<file path="src/rtl/fpdt_pkg.sv">
// shared types, constants and helpers for the fixed-point to decimal text formatter
package fpdt_pkg;

	localparam int VALUE_W   = 33;
	localparam int NUM_W     = 20;
	localparam int REM_W     = 17;
	localparam int DIGIT_CELLS = 5;
	localparam int CELL_WEIGHT = 10000;
	localparam int PADDR_W   = 3;

	localparam logic [0:0] REG_FORMAT_MODE = 1'b0;

	localparam logic signed [VALUE_W-1:0] M0_MAX = 33'sd9999;
	localparam logic signed [VALUE_W-1:0] M0_MIN = -33'sd9999;
	localparam logic signed [VALUE_W-1:0] M1_MAX = 33'sd4500;
	localparam logic signed [VALUE_W-1:0] M2_MAX = 33'sd255999;

	localparam logic [27:0]      SCALE_MUL   = 28'd1000;
	localparam logic [NUM_W-1:0] ROUND_HALF  = 20'd5;
	localparam logic [NUM_W-1:0] RECIP_TEN   = 20'hCCCCD;
	localparam int               RECIP_SHIFT = 23;
	localparam logic [REM_W-1:0] FULL_SCALE  = 17'd99999;

	localparam logic [7:0] CH_ZERO  = 8'h30;
	localparam logic [7:0] CH_SPACE = 8'h20;
	localparam logic [7:0] CH_DOT   = 8'h2E;
	localparam logic [7:0] CH_STAR  = 8'h2A;
	localparam logic [7:0] CH_MINUS = 8'h2D;
	localparam logic [7:0] CH_NONE  = 8'h00;

	localparam logic [2:0] LEN_SHORT = 3'd5;
	localparam logic [2:0] LEN_FULL  = 3'd6;

	typedef enum logic [1:0] {
		FMT_THOUSANDTHS = 2'd0,
		FMT_HUNDREDTHS  = 2'd1,
		FMT_BINARY      = 2'd2
	} fmt_t;

	typedef struct packed {
		fmt_t fmt;
		logic ovf;
		logic neg;
	} info_t;

	typedef struct packed {
		logic [REM_W-1:0]                rem;
		logic [DIGIT_CELLS-1:0][3:0]     digits;
		info_t                           info;
	} cell_data_t;

	function automatic logic [7:0] ascii_digit(input logic [3:0] d);
		ascii_digit = CH_ZERO + {4'b0000, d};
	endfunction

endpackage

</file>
<file path="src/rtl/fixed_point_to_decimal_text_top.sv">
// Fixed-point to decimal text formatter. Each accepted word is one value and gives one
// word of up to six ASCII characters, in the format chosen by format_mode (register 0 at
// byte address 0): 0 signed thousandths " d.ddd", 1 unsigned hundredths " dd.dd", 2 or 3
// unsigned 1/256 binary "ddd.dd" rounded to hundredths; out-of-range values give stars.
// A new word is taken every cycle while not stalled; each passes two front stages
// (range check, the x1000/256 rescale, then a reciprocal divide by ten for rounding), a
// chain of five digit cells that each peel one decimal digit, and the output register.
// Stalls propagate back through the chain only as far as the first empty stage.
module fixed_point_to_decimal_text_top import fpdt_pkg::*; (
	input  logic                      clk,
	input  logic                      arst_n,
	input  logic                      psel,
	input  logic                      penable,
	input  logic                      pwrite,
	input  logic [PADDR_W-1:0]        paddr,
	input  logic [31:0]               pwdata,
	output logic [31:0]               prdata,
	output logic                      pready,
	input  logic                      in_valid,
	output logic                      in_stall,
	input  logic signed [VALUE_W-1:0] value,
	output logic                      out_valid,
	input  logic                      out_stall,
	output logic [7:0]                text_0,
	output logic [7:0]                text_1,
	output logic [7:0]                text_2,
	output logic [7:0]                text_3,
	output logic [7:0]                text_4,
	output logic [7:0]                text_5,
	output logic [2:0]                text_length
);

	logic [1:0]  format_mode_q;
	logic        in_ready;
	logic        chain_valid [0:DIGIT_CELLS];
	logic        chain_ready [0:DIGIT_CELLS];
	cell_data_t  chain_data  [0:DIGIT_CELLS];

	assign pready = 1'b1;

	always_ff @(posedge clk or negedge arst_n) begin
		if (!arst_n) begin
			format_mode_q <= FMT_THOUSANDTHS;
		end else if (psel && penable && pwrite && pready && paddr[2] == REG_FORMAT_MODE) begin
			format_mode_q <= pwdata[1:0];
		end
	end

	always_comb begin
		prdata = '0;
		if (paddr[2] == REG_FORMAT_MODE) begin
			prdata = {30'b0, format_mode_q};
		end
	end

	assign in_stall = !in_ready;

	fpdt_prep u_prep (
		.clk       (clk),
		.arst_n    (arst_n),
		.in_valid  (in_valid),
		.in_ready  (in_ready),
		.value     (value),
		.mode      (format_mode_q),
		.out_valid (chain_valid[0]),
		.out_ready (chain_ready[0]),
		.out_data  (chain_data[0])
	);

	for (genvar i = 0; i < DIGIT_CELLS; i++) begin : g_cell
		fpdt_cell u_cell (
			.clk       (clk),
			.arst_n    (arst_n),
			.in_valid  (chain_valid[i]),
			.in_ready  (chain_ready[i]),
			.in_data   (chain_data[i]),
			.out_valid (chain_valid[i+1]),
			.out_ready (chain_ready[i+1]),
			.out_data  (chain_data[i+1])
		);
	end

	fpdt_fmt u_fmt (
		.clk         (clk),
		.arst_n      (arst_n),
		.in_valid    (chain_valid[DIGIT_CELLS]),
		.in_ready    (chain_ready[DIGIT_CELLS]),
		.in_data     (chain_data[DIGIT_CELLS]),
		.out_valid   (out_valid),
		.out_stall   (out_stall),
		.text_0      (text_0),
		.text_1      (text_1),
		.text_2      (text_2),
		.text_3      (text_3),
		.text_4      (text_4),
		.text_5      (text_5),
		.text_length (text_length)
	);

endmodule

</file>
<file path="src/rtl/fpdt_prep.sv">
// front end: range check, magnitude and the binary-to-hundredths rescale with rounding
module fpdt_prep import fpdt_pkg::*; (
	input  logic                       clk,
	input  logic                       arst_n,
	input  logic                       in_valid,
	output logic                       in_ready,
	input  logic signed [VALUE_W-1:0]  value,
	input  logic [1:0]                 mode,
	output logic                       out_valid,
	input  logic                       out_ready,
	output cell_data_t                 out_data
);

	logic             valid_s1;
	info_t            info_s1;
	logic [NUM_W-1:0] num_s1;
	logic             valid_s2;
	cell_data_t       data_s2;

	logic             ready_s1;
	logic             ready_s2;
	fmt_t             fmt_c;
	info_t            info_c;
	logic [NUM_W-1:0] num_c;
	logic [27:0]      scaled_c;
	logic [39:0]      prod_c;
	logic [NUM_W-1:0] quot_c;
	logic [REM_W-1:0] rem_c;

	assign ready_s2 = !valid_s2 || out_ready;
	assign ready_s1 = !valid_s1 || ready_s2;
	assign in_ready = ready_s1;

	always_comb begin
		case (mode)
			FMT_THOUSANDTHS: fmt_c = FMT_THOUSANDTHS;
			FMT_HUNDREDTHS: fmt_c = FMT_HUNDREDTHS;
			default: fmt_c = FMT_BINARY;
		endcase
	end

	always_comb begin
		scaled_c = {10'b0, value[17:0]} * SCALE_MUL;
		info_c.fmt = fmt_c;
		info_c.neg = 1'b0;
		info_c.ovf = 1'b0;
		num_c = '0;
		case (fmt_c)
			FMT_THOUSANDTHS: begin
				info_c.ovf = (value > M0_MAX) || (value < M0_MIN);
				info_c.neg = value[VALUE_W-1];
				if (!info_c.ovf) begin
					num_c = info_c.neg ? NUM_W'(-value) : NUM_W'(value);
				end
			end
			FMT_HUNDREDTHS: begin
				info_c.ovf = value[VALUE_W-1] || (value > M1_MAX);
				if (!info_c.ovf) begin
					num_c = NUM_W'(value);
				end
			end
			default: begin
				info_c.ovf = value[VALUE_W-1] || (value > M2_MAX);
				// truncated thousandths plus half a hundredth
				if (!info_c.ovf) begin
					num_c = scaled_c[27:8] + ROUND_HALF;
				end
			end
		endcase
	end

	always_ff @(posedge clk or negedge arst_n) begin
		if (!arst_n) begin
			valid_s1 <= 1'b0;
		end else if (ready_s1) begin
			valid_s1 <= in_valid;
		end
	end

	always_ff @(posedge clk) begin
		if (ready_s1 && in_valid) begin
			info_s1 <= info_c;
			num_s1  <= num_c;
		end
	end

	// binary format: divide by ten through the reciprocal, exact below four million, and clamp; others pass on
	always_comb begin
		prod_c = {20'b0, num_s1} * {20'b0, RECIP_TEN};
		quot_c = NUM_W'(prod_c[39:RECIP_SHIFT]);
		if (info_s1.fmt == FMT_BINARY) begin
			rem_c = (quot_c > NUM_W'(FULL_SCALE)) ? FULL_SCALE : quot_c[REM_W-1:0];
		end else begin
			rem_c = num_s1[REM_W-1:0];
		end
	end

	always_ff @(posedge clk or negedge arst_n) begin
		if (!arst_n) begin
			valid_s2 <= 1'b0;
		end else if (ready_s2) begin
			valid_s2 <= valid_s1;
		end
	end

	always_ff @(posedge clk) begin
		if (ready_s2 && valid_s1) begin
			data_s2.rem    <= rem_c;
			data_s2.digits <= '0;
			data_s2.info   <= info_s1;
		end
	end

	assign out_valid = valid_s2;
	assign out_data  = data_s2;

endmodule

</file>
<file path="src/rtl/fpdt_cell.sv">
// one digit cell: peels the leading decimal digit and passes the scaled remainder on
module fpdt_cell import fpdt_pkg::*; (
	input  logic       clk,
	input  logic       arst_n,
	input  logic       in_valid,
	output logic       in_ready,
	input  cell_data_t in_data,
	output logic       out_valid,
	input  logic       out_ready,
	output cell_data_t out_data
);

	logic             valid_q;
	cell_data_t       data_q;
	logic [3:0]       digit_c;
	logic [REM_W-1:0] sub_c;
	logic [REM_W-1:0] left_c;

	assign in_ready = !valid_q || out_ready;

	always_comb begin
		digit_c = 4'd0;
		sub_c   = '0;
		for (int k = 1; k <= 9; k++) begin
			if (in_data.rem >= REM_W'(k * CELL_WEIGHT)) begin
				digit_c = 4'(k);
				sub_c   = REM_W'(k * CELL_WEIGHT);
			end
		end
		left_c = in_data.rem - sub_c;
	end

	always_ff @(posedge clk or negedge arst_n) begin
		if (!arst_n) begin
			valid_q <= 1'b0;
		end else if (in_ready) begin
			valid_q <= in_valid;
		end
	end

	always_ff @(posedge clk) begin
		if (in_ready && in_valid) begin
			data_q.rem    <= (left_c << 3) + (left_c << 1);
			data_q.digits <= {in_data.digits[DIGIT_CELLS-2:0], digit_c};
			data_q.info   <= in_data.info;
		end
	end

	assign out_valid = valid_q;
	assign out_data  = data_q;

endmodule

</file>
<file path="src/rtl/fpdt_fmt.sv">
// output register: lays the digits out as display text
module fpdt_fmt import fpdt_pkg::*; (
	input  logic       clk,
	input  logic       arst_n,
	input  logic       in_valid,
	output logic       in_ready,
	input  cell_data_t in_data,
	output logic       out_valid,
	input  logic       out_stall,
	output logic [7:0] text_0,
	output logic [7:0] text_1,
	output logic [7:0] text_2,
	output logic [7:0] text_3,
	output logic [7:0] text_4,
	output logic [7:0] text_5,
	output logic [2:0] text_length
);

	logic            valid_q;
	logic [5:0][7:0] text_q;
	logic [2:0]      len_q;
	logic [5:0][7:0] text_c;
	logic [2:0]      len_c;
	logic [3:0]      d4, d3, d2, d1, d0;

	assign in_ready = !valid_q || !out_stall;

	assign d4 = in_data.digits[4];
	assign d3 = in_data.digits[3];
	assign d2 = in_data.digits[2];
	assign d1 = in_data.digits[1];
	assign d0 = in_data.digits[0];

	always_comb begin
		text_c = '0;
		len_c  = LEN_FULL;
		case (in_data.info.fmt)
			FMT_THOUSANDTHS: begin
				if (in_data.info.ovf) begin
					text_c = {CH_NONE, CH_STAR, CH_STAR, CH_STAR, CH_DOT, CH_STAR};
					len_c  = LEN_SHORT;
				end else begin
					text_c[0] = in_data.info.neg ? CH_MINUS : CH_SPACE;
					text_c[1] = ascii_digit(d3);
					text_c[2] = CH_DOT;
					text_c[3] = ascii_digit(d2);
					text_c[4] = ascii_digit(d1);
					text_c[5] = ascii_digit(d0);
				end
			end
			FMT_HUNDREDTHS: begin
				if (in_data.info.ovf) begin
					text_c = {CH_NONE, CH_STAR, CH_STAR, CH_DOT, CH_STAR, CH_STAR};
					len_c  = LEN_SHORT;
				end else begin
					text_c[0] = CH_SPACE;
					text_c[1] = (d3 == 4'd0) ? CH_SPACE : ascii_digit(d3);
					text_c[2] = ascii_digit(d2);
					text_c[3] = CH_DOT;
					text_c[4] = ascii_digit(d1);
					text_c[5] = ascii_digit(d0);
				end
			end
			default: begin
				if (in_data.info.ovf) begin
					text_c = {CH_STAR, CH_STAR, CH_DOT, CH_STAR, CH_STAR, CH_STAR};
				end else begin
					text_c[0] = (d4 == 4'd0) ? CH_SPACE : ascii_digit(d4);
					text_c[1] = (d4 == 4'd0 && d3 == 4'd0) ? CH_SPACE : ascii_digit(d3);
					text_c[2] = ascii_digit(d2);
					text_c[3] = CH_DOT;
					text_c[4] = ascii_digit(d1);
					text_c[5] = ascii_digit(d0);
				end
			end
		endcase
	end

	always_ff @(posedge clk or negedge arst_n) begin
		if (!arst_n) begin
			valid_q <= 1'b0;
		end else if (in_ready) begin
			valid_q <= in_valid;
		end
	end

	always_ff @(posedge clk) begin
		if (in_ready && in_valid) begin
			text_q <= text_c;
			len_q  <= len_c;
		end
	end

	assign out_valid   = valid_q;
	assign text_0      = text_q[0];
	assign text_1      = text_q[1];
	assign text_2      = text_q[2];
	assign text_3      = text_q[3];
	assign text_4      = text_q[4];
	assign text_5      = text_q[5];
	assign text_length = len_q;

endmodule

</file>
<file path="config.mk">
export PLATFORM = sky130hd
export DESIGN_NAME = fixed_point_to_decimal_text_top
export DESIGN_NICKNAME = d
export VERILOG_FILES = /design/src/rtl/fpdt_pkg.sv /design/src/rtl/fixed_point_to_decimal_text_top.sv /design/src/rtl/fpdt_prep.sv /design/src/rtl/fpdt_cell.sv /design/src/rtl/fpdt_fmt.sv
export SDC_FILE = /design/constraint.sdc
export NUM_CORES = 1
export LEC_CHECK = 0
export BUFFER_PORTS_ARGS = -buffer_cell sky130_fd_sc_hd__buf_2
export CAP_MARGIN = 10
export CELL_PAD_IN_SITES_DETAIL_PLACEMENT = 0
export CELL_PAD_IN_SITES_GLOBAL_PLACEMENT = 2
export CORE_MARGIN = 1.5
export CORE_UTILIZATION = 41
export CTS_CLUSTER_DIAMETER = 120
export DETAILED_ROUTE_END_ITERATION = 7
export PLACE_DENSITY = 0.89
export SLEW_MARGIN = 10
export SYNTH_ARGS = -nofsm -noshare
export SYNTH_HDL_FRONTEND = slang
export SYNTH_SLANG_ARGS = --single-unit
</file>
<file path="constraint.sdc">
create_clock -name clk -period 9.21 [get_ports clk]
set_input_delay 0.4605 -clock clk [delete_from_list [all_inputs] [get_ports clk]]
set_output_delay 0.4605 -clock clk [all_outputs]
set_load 0.1 [all_outputs]
</file>
After elaboration in Yosys (flattened, before gate mapping). Index checks and enable logic that the tools add are counted.

Add/subtract/negate cells: 15. $lt $le $gt $ge: 50. Div/mod/pow operators: 0. Bitwise gates (word level): 1. Reductions and logical operators: 44. Shift operators: 0. Eq/ne operators: 4. Multiplexer cells: 95. Multipliers: 2.

Operators with widths (count): 16-bit 2-to-1 mux (28); 17-bit by 16-bit greater-or-equal comparator with 1-bit output, second input constant (15); 17-bit greater-or-equal comparator, second input constant (15); 17-bit by 15-bit greater-or-equal comparator with 1-bit output, second input constant (10); 48-bit 2-to-1 mux (3); 4-bit 2-to-1 mux (26); 48-bit one-hot mux with 2 select lines (1); 17-bit by 14-bit greater-or-equal comparator with 1-bit output, second input constant (5); 20-bit 2-to-1 mux (4); 17-bit adder (4); 16-bit subtractor (4); 15-bit 2-to-1 mux (4); 14-bit 2-to-1 mux (4); 20-bit by 20-bit multiplier with 40-bit output, second input constant (1); 20-bit one-hot mux with 2 select lines (1); 6-bit by 4-bit adder with 7-bit output, first input constant (5); 17-bit 2-to-1 mux (2); 33-bit by 14-bit greater-than comparator with 1-bit output, second input constant (1); 33-bit by 15-bit greater-than comparator with 1-bit output, second input constant (1); 33-bit by 19-bit greater-than comparator with 1-bit output, second input constant (1); 33-bit by 15-bit less-than comparator with 1-bit output, second input constant (1); 18-bit by 7-bit multiplier with 25-bit output, second input constant (1); 8-bit 2-to-1 mux (3); 20-bit by 3-bit adder with 20-bit output, second input constant (1); other kinds (15) (70).

Memory bits (writable): 0. Output and inout port bits: 86. Bits in latches: 0. Word-level logic and storage cells: 274. Memory bits (read-only): 0. Memories kept: 0. Bits of input ports: 75. Register bits: 254.

Depth between registers and ports, before layout. Gate-level depths: netlist of the first run.

Depth after elaboration: 12. Mapped depth: 29. Depth with buffers taken out: 28.

Cells and area by module. Synthesis of the first run repeated with hierarchy kept, for this count alone.

Cells, all modules: 2921. Area total of the unflattened synthesis: 29499.5 um^2.

Modules (own cells, without submodules): fpdt_prep (cells an instance 1423, area each 13857.0 um^2, sequential area each 1401.3 um^2, times used 1); fpdt_cell (cells an instance 270, area each 2771.4 um^2, sequential area each 1226.2 um^2, times used 5); fpdt_fmt (cells an instance 107, area each 1420.1 um^2, sequential area each 985.9 um^2, times used 1); fixed_point_to_decimal_text_top (cells an instance 41, area each 365.4 um^2, sequential area each 50.0 um^2, times used 1).

Worst setup path after synthesis of the first run. Ideal clock, no wire load.

Path type: register -> register. Start point: reg u_prep.num_s1[10]. End point: reg u_prep.data_s2 (netlist bit u_prep.out_data[24]) (data pin). Setup time: 0.272 ns. Stages on the path, launching flop included: 22. Arrival: 6.357 ns. Required time: 8.938 ns. Buffers on the path: 0. Clock period less this slack: 6.629 ns. Slack: 2.581 ns. Cells stage by stage: edfxtp_1 > ha_1 > fa_1 > fa_1 > fa_1 > inv_1 > fa_1 > inv_1 > fa_1 > ha_1 > ha_1 > a2111oi_0 > o21ai_0 > a221oi_1 > o31ai_1 > nor2_1 > or3_1 > nor3b_1 > xor2_1 > a41oi_1 > nor2_1 > a21oi_1.

Word-level cells in the longest chain between the ends: 4.

RTL lines: start, declared (line fpdt_prep.sv:16) `logic [NUM_W-1:0] num_s1;`; start signal, assigned (line fpdt_prep.sv:83) `num_s1 <= num_c;`; 20-bit by 20-bit multiplier with 40-bit output (*) (line fpdt_prep.sv:89) `prod_c = {20'b0, num_s1} * {20'b0, RECIP_TEN};`; 17-bit greater-than comparator (line fpdt_prep.sv:92) `rem_c = (quot_c > NUM_W'(FULL_SCALE)) ? FULL_SCALE : quot_c[REM_W-1:0];`; 17-bit 2-to-1 mux (*) (line fpdt_prep.sv:92); 17-bit 2-to-1 mux (*) (line fpdt_prep.sv:91) `if (info_s1.fmt == FMT_BINARY) begin`; via u_prep.rem_c[0] (line fpdt_prep.sv:28) `logic [REM_W-1:0] rem_c;`; end, declared (line fpdt_prep.sv:18) `cell_data_t data_s2;`.

Mark *: on every way through the listed nets, which the timed path passes. The rest lies on a longest branch. A chain may end at the register's enable or synchronous reset.

Worst setup path after layout of the first run.
Start point: reg u_prep.num_s1[6]. End point: reg u_prep.data_s2 (netlist bit u_prep.out_data[30]) (data pin).

Word-level cells in the longest chain between the ends: 4.

RTL lines (line): 20-bit by 20-bit multiplier with 40-bit output (fpdt_prep.sv:89); 17-bit greater-than comparator (fpdt_prep.sv:92); 17-bit 2-to-1 mux (fpdt_prep.sv:92); 17-bit 2-to-1 mux (*) (fpdt_prep.sv:91); via u_prep.rem_c[6] (fpdt_prep.sv:28).

Marks and branches as above.

==> impl_metrics.py, run 1 <==
metrics = {
    "synthesis": {
        "yosysTopAreaCellShare_pct": 25.6,
        "synthCells": 2544,
        "yosysWarningCount": 0,
        "synthArstFlopShare_pct": 4.44,
        "ys_types": 81,
        "ys_seq_elements": 225,
        "seq_area_frac_synth_pct": 26.6,
        "dominantRegCellSynth": "edfxtp_1",
        "synth_edf_count": 215,
        "synth_top_area_cell": "edfxtp_1",
        "syn_avg_cell_area_sq_um": 9.90,
        "netlist_area_sq_um": 25200,
        "synth_top_cells_by_area": "edfxtp_1, ha_1, fa_1",
    },
    "global_route": {
        "grt_max_degree": 34,
        "grt_pass1_vias": 18300,
        "grtUsageTotal_pct": 18.6,
        "antenna_found_initial": 0,
        "grt.overflow.total": 0,
        "grt_pass1_wl_um": 95200,
    },
    "clocking": {
        "cts-root-buf": "clkbuf_16",
        "numClockSinks": 225,
        "ctsResizeCount": 0,
        "clk_pin_slew_worst_paths_ps": 60,
        "cts_buffer_depth": 3,
        "cts_tree": "built",
        "clock_latency_ps": 530,
        "hold_buffers": 1,
        "cts.htree.levels": 1,
        "post_cts_buffers": 0,
        "numCtsBuffers": 24,
    },
    "finish": {
        "drive_above_1_share_pct": 5.88,
        "diodes": 0,
        "final_nets": 3239,
        "areaGrowthSynthToFinish_pct": 6.75,
    },
    "sta": {
        "worstMarginPinSlew_ps": 1160,
        "min_period_over_period_pct": 85.5,
        "setup_violations": 0,
        "slew_headroom_pct": 22.8,
        "hold_viol": 0,
        "setup_tns_ps": 0,
        "finClkSkew_ps": 16.0,
        "layout_min_cycle_time_ps": 7880,
        "final_max_slew_viol_count": 0,
        "rsz0062_at_grt": "no",
        "max_freq_mhz": 127,
    },
    "hold_path": {
        "hp-class": "in2reg",
        "worstHoldStart": "pwdata[0]",
        "min_to": "format_mode_q[0]$_DFFE_PN0P_",
        "min_path_cells": 2,
    },
    "drt": {
        "via_per_inst": 5.39,
        "drtIter0Drc": 943,
        "ant_nets": 0,
        "dr_total_vias": 18200,
        "wl_per_cell_um": 17.3,
        "drcViolationCount": 0,
        "wl_um": 58500,
        "firstDrtPassIters": 7,
    },
    "die": {
        "core_area_sq_um": 60600,
        "rows": 90,
        "dieArea_sq_um": 62900,
        "io-pin-count": 161,
        "die_h_um": 251,
        "initial_core_util_pct": 41.6,
        "die_w_um": 251,
    },
    "critical_path": {
        "r2r.worst_path.cells": 21,
        "critPathMaxFanout": 7,
        "reg2reg_to": "u_prep.out_data[30]$_DFFE_PP_",
        "arrival_ps": 8150,
        "criticalPathCategory": "reg2reg",
        "critPathLaunchType": "flip-flop",
        "worstSetupEndpointType": "flip-flop",
        "critical_path.reg2reg.startpoint": "u_prep.num_s1[6]$_DFFE_PP_",
        "worst-r2r-setup-slack_ps": 1330,
        "cp.required_ps": 9480,
    },
    "job": {
        "drv_cap": 0,
    },
    "place": {
        "port_buffers": 79,
        "hpwl_um": 48000,
        "place_congestion": 0.937,
    },
    "run_status": {
        "status": "finished, final reports clean",
    },
}
==> per-stage QoR <==
step	hold slack, ps	utilization, %	instance area (sq um)	worst slack [ps]	cells
6_report	168	44.4	26900	1330	3382
5_1_grt	159	44.4	26900	1000	3382
4_1_cts	149	44.4	26900	1410	3382
3_5_place_dp	394	43.2	26100	1470	3337
3_3_place_gp	389	43.2	26100	1450	3337
2_1_floorplan	165	-	25400	2580	2591
==> cells in the mapped netlist, drive strengths merged (45+ instances only) <==
library cell / instances
nor2: 151
xnor2: 101
nor3: 49
o21ai: 122
nand2: 114
a21oi: 170
a21o: 45
nand3: 65
inv: 335
buf: 54
ha: 384
edfxtp: 215
fa: 198
clkbuf: 67
xor2: 57
==> cell usage in the layout, fill, tap and decap left out, types with 27 or more instances in the layout <==
cell type,Yosys,final
conb_1,2,49
inv_1,335,335
ha_1,384,384
nor3_1,49,49
o21ai_0,120,120
edfxtp_1,215,215
nor2_1,151,151
nor4_1,28,28
o21bai_1,31,31
nand3_1,65,65
xnor2_1,101,101
buf_2,1,79
nor2b_1,28,27
nand2_1,114,114
a21oi_1,170,170
xor2_1,57,57
fa_1,198,198
a21o_1,45,45
==> cells by family after synthesis <==
family | count (synthesis) | share of synthesized area (%)
fa+ha+maj | 582 | 34.8
simple gates | 566 | 11.2
compound gates | 551 | 14.1
buf+inv | 456 | 7.58
flops | 225 | 26.6
xor+xnor | 158 | 5.49
mux | 4 | 0.194
other cells | 2 | 0.0298
==> metal layers <==
metal / track usage, % / vias up / share of wire (%)
met5: 0 / - / 0
li1: - / 8873 / -
met2: 31.4 / 488 / 47
met3: 2.16 / 89 / 4.9
met1: 25.3 / 8776 / 45
met4: 5.13 / 0 / 2.8
==> how the worst max path moves through the flow <==
stage | slack (ps) | startpoint | end
2_1_floorplan | 2580 | u_prep.num_s1[10]$_DFFE_PP_ | u_prep.out_data[24]$_DFFE_PP_
3_3_place_gp | 1450 | u_prep.num_s1[6]$_DFFE_PP_ | u_prep.out_data[30]$_DFFE_PP_
3_5_place_dp | 1470 | u_prep.num_s1[6]$_DFFE_PP_ | u_prep.out_data[30]$_DFFE_PP_
4_1_cts | 1410 | u_prep.num_s1[6]$_DFFE_PP_ | u_prep.out_data[30]$_DFFE_PP_
5_1_grt | 1000 | u_prep.num_s1[6]$_DFFE_PP_ | u_prep.out_data[30]$_DFFE_PP_
6_report | 1330 | u_prep.num_s1[6]$_DFFE_PP_ | u_prep.out_data[30]$_DFFE_PP_
==> critical path, stage by stage (launching register included) <==
cell       delay (ps)
edfxtp_1          640
ha_1              620
fa_1              510
fa_1              530
fa_1              590
inv_1              70
fa_1              530
inv_1              50
fa_1              470
ha_1              300
ha_1              380
a2111oi_0         360
o21ai_0           180
a221oi_1          390
o31ai_1           190
o21ai_0           320
a21boi_0          210
nor3_1            430
nor2_1            130
a41oi_1           300
nor2_1            190
a22o_1            230
==> cell type report <==
cell class / instances / area, sq um
clock inverters: 11 / 106
flip-flops and latches: 225 / 6710
multi-input cells: 1910 / 16800
clock buffers: 33 / 634
repair buffers: 86 / 450
fillers: 5812 / 33700
well taps: 782 / 978
inverters: 335 / 1260
==> sequential cells by signal, summed over array words and instances, names as in the netlist <==
name,cells
u_prep.info_s1,4
u_prep.valid_s1,1
g_cell.u_cell.out_valid,5
u_prep.num_s1,20
u_fmt.text_5,6
format_mode_q,2
u_fmt.text_3,5
u_fmt.text_length,2
u_fmt.out_valid,1
u_fmt.text_4,4
u_prep.out_valid,1
g_cell.u_cell.out_data,138
u_fmt.text_0,5
u_fmt.text_1,5
u_prep.out_data,21
u_fmt.text_2,5
Power of run 1 is not shown: default switching activity piles up to over one toggle a cycle in this logic, so the estimate is an artifact.
==> run 2: changes to the inputs <==
Settings changed: CORE_UTILIZATION 41 to 37, PLACE_DENSITY 0.89 to 0.85.
Clock period 9.21 ns to 7.2 ns, I/O delays scaled along.
==> run 2 against run 1 <==
Effect of this change: worst setup slack lost 1200 ps; first-iteration DRC count increased by 24%; sequential cell count is the same; cell count up 6.4%; via count grew 2.5%; critical path depth rose by 2; sequential share of layout area fell by 1.2 points; clock skew rose by 3.6 ps; global-route usage shrank 0.87 points; final area grew 5.0%; non-clock buffer count grew 123; fmax up 11%; critical path type unchanged; critical endpoint is now u_prep.out_data[27]$_DFFE_PP_.
==> impl_metrics.py, run 2 (synthesis results as in run 1) <==
metrics = {
    "run_status": {
        "status": "finished, final reports clean",
    },
    "drt": {
        "dr_total_vias": 18700,
        "ant_nets": 0,
        "wl_um": 62400,
        "drcViolationCount": 0,
        "firstDrtPassIters": 5,
        "wl_per_cell_um": 17.4,
        "drtIter0Drc": 1170,
        "via_per_inst": 5.19,
    },
    "die": {
        "initial_core_util_pct": 37.4,
        "die_h_um": 264,
        "rows": 95,
        "core_area_sq_um": 67300,
        "die_w_um": 264,
        "dieArea_sq_um": 69700,
        "io-pin-count": 161,
    },
    "critical_path": {
        "critPathMaxFanout": 7,
        "criticalPathCategory": "reg2reg",
        "arrival_ps": 7350,
        "critPathLaunchType": "flip-flop",
        "cp.required_ps": 7470,
        "critical_path.reg2reg.startpoint": "u_prep.num_s1[1]$_DFFE_PP_",
        "worstSetupEndpointType": "flip-flop",
        "max_stage_delay_ps": 530,
        "critical_path.startpoint": "u_prep.num_s1[1]$_DFFE_PP_",
        "slowest_stage": "fa_1",
        "crit_chain": "buf_4 > buf_4 > ha_1 > xor2_1 > ha_1 > or2_2 > fa_1 > fa_1 > fa_1 > fa_1 > ha_1 > ha_1 > nand4_1 > nor3_2 > o2111ai_2 > a21oi_2 > nor2_1 > or3_1 > nor3b_1 > xor2_1 > a41oi_2 > nor2_4 > a21oi_1",
    },
    "place": {
        "hpwl_um": 52400,
        "port_buffers": 79,
        "place_inst": 3543,
        "place_congestion": 0.886,
    },
    "sta": {
        "setup_violations": 0,
        "max_freq_mhz": 141,
        "min_period_over_period_pct": 98.4,
        "slew_headroom_pct": 19.1,
        "finalHoldWorstSlack_ps": 33.9,
        "worstMarginPinSlew_ps": 1210,
        "hold_viol": 0,
        "layout_min_cycle_time_ps": 7080,
        "finClkSkew_ps": 19.6,
        "final_max_slew_viol_count": 0,
    },
    "finish": {
        "finish.utilization_pct": 42.0,
        "largest_reg_flops": 138,
        "final_nets": 3363,
        "diodes": 0,
        "layout_commonest_cell": "ha_1",
        "final.fill_count": 6504,
        "drive_above_1_share_pct": 11.2,
        "fin_cells": 3598,
        "areaGrowthSynthToFinish_pct": 12.1,
        "final_cell_mix": "ha_1, inv_1, edfxtp_1",
    },
    "clocking": {
        "clk_pin_slew_worst_paths_ps": 80,
        "cts_buffer_depth": 3,
        "clock_latency_ps": 550,
        "numClockSinks": 225,
        "cts-root-buf": "clkbuf_16",
        "numCtsBuffers": 25,
        "cts_tree": "built",
        "cts.htree.levels": 1,
    },
    "hold_path": {
        "worstHoldStart": "pwdata[1]",
        "hp-class": "in2reg",
    },
    "global_route": {
        "grt_max_degree": 34,
        "antenna_found_initial": 0,
        "grt.overflow.total": 0,
        "grt_pass1_wl_um": 101000,
        "grtUsageTotal_pct": 17.7,
        "grt_pass1_vias": 18900,
    },
    "job": {
        "drv_cap": 0,
    },
}
-- run 2: final timing paths --
kind,end,slack [ps],cells past startpoint
worst max-delay path,u_prep.out_data[27]$_DFFE_PP_,120,23
worst min-delay path,format_mode_q[1]$_DFFE_PN0P_,30,2
worst min register to register,g_cell[4].u_cell.out_data[21]$_DFFE_PP_,420,0
max in group asynchronous,u_prep.out_valid$_DFFE_PN0P_,6610,2
worst max register to register,u_prep.out_data[27]$_DFFE_PP_,120,23
min in group asynchronous,g_cell[4].u_cell.out_valid$_DFFE_PN0P_,280,2
-- run 2: cell type report --
| type | count | area [sq um] | share of cell area (%) |
|---|---|---|---|
| multi-input cells | 1910 | 16900 | 59.8 |
| flip-flops and latches | 225 | 6710 | 23.7 |
| repair buffers | 209 | 1370 | 4.86 |
| inverters | 335 | 1260 | 4.45 |
| well taps | 873 | 1090 | 3.87 |
| clock buffers | 28 | 637 | 2.25 |
| clock inverters | 18 | 297 | 1.05 |
-- run 2: timing repair --
item | 4_1_cts | 5_1_grt
endpoints found under the setup margin | 7 | 14
hold buffers | 1 | 0
hold endpoints to repair | 10 | 0
pin swaps | 0 | 14
setup buffers | 0 | 8
resized for setup | 4 | 26
-- run 2: critical path: cells and delay by family, from the launching register on --
kind            cells  cell delay (ps)
compound gates      4              850
xor+xnor            2              450
fa+ha+maj           8             3060
buf+inv             2              330
flops               1              460
simple gates        7             1690
-- run 2: routing by layer --
layer | up-vias | routed length [um] | track usage, % | share of wire, %
li1 | 9120 | - | - | -
met2 | 417 | 30500 | 30.9 | 49
met5 | - | 0 | 0 | 0
met4 | 0 | 1820 | 4.78 | 2.9
met1 | 9054 | 28000 | 23.6 | 45
met3 | 88 | 2120 | 1.55 | 3.4
-- run 2: through the flow --
step                      TNS, ps  cell area (sq um)  setup WS (ps)
after global placement       -407              27100          -80.5
after floorplan                 0              25400            571
final                           0              28200            117
after CTS                       0              28100           8.80
after global routing         -193              28200          -37.4
after detailed placement     -812              27100           -156
Power of run 2 is left out for the same reason.
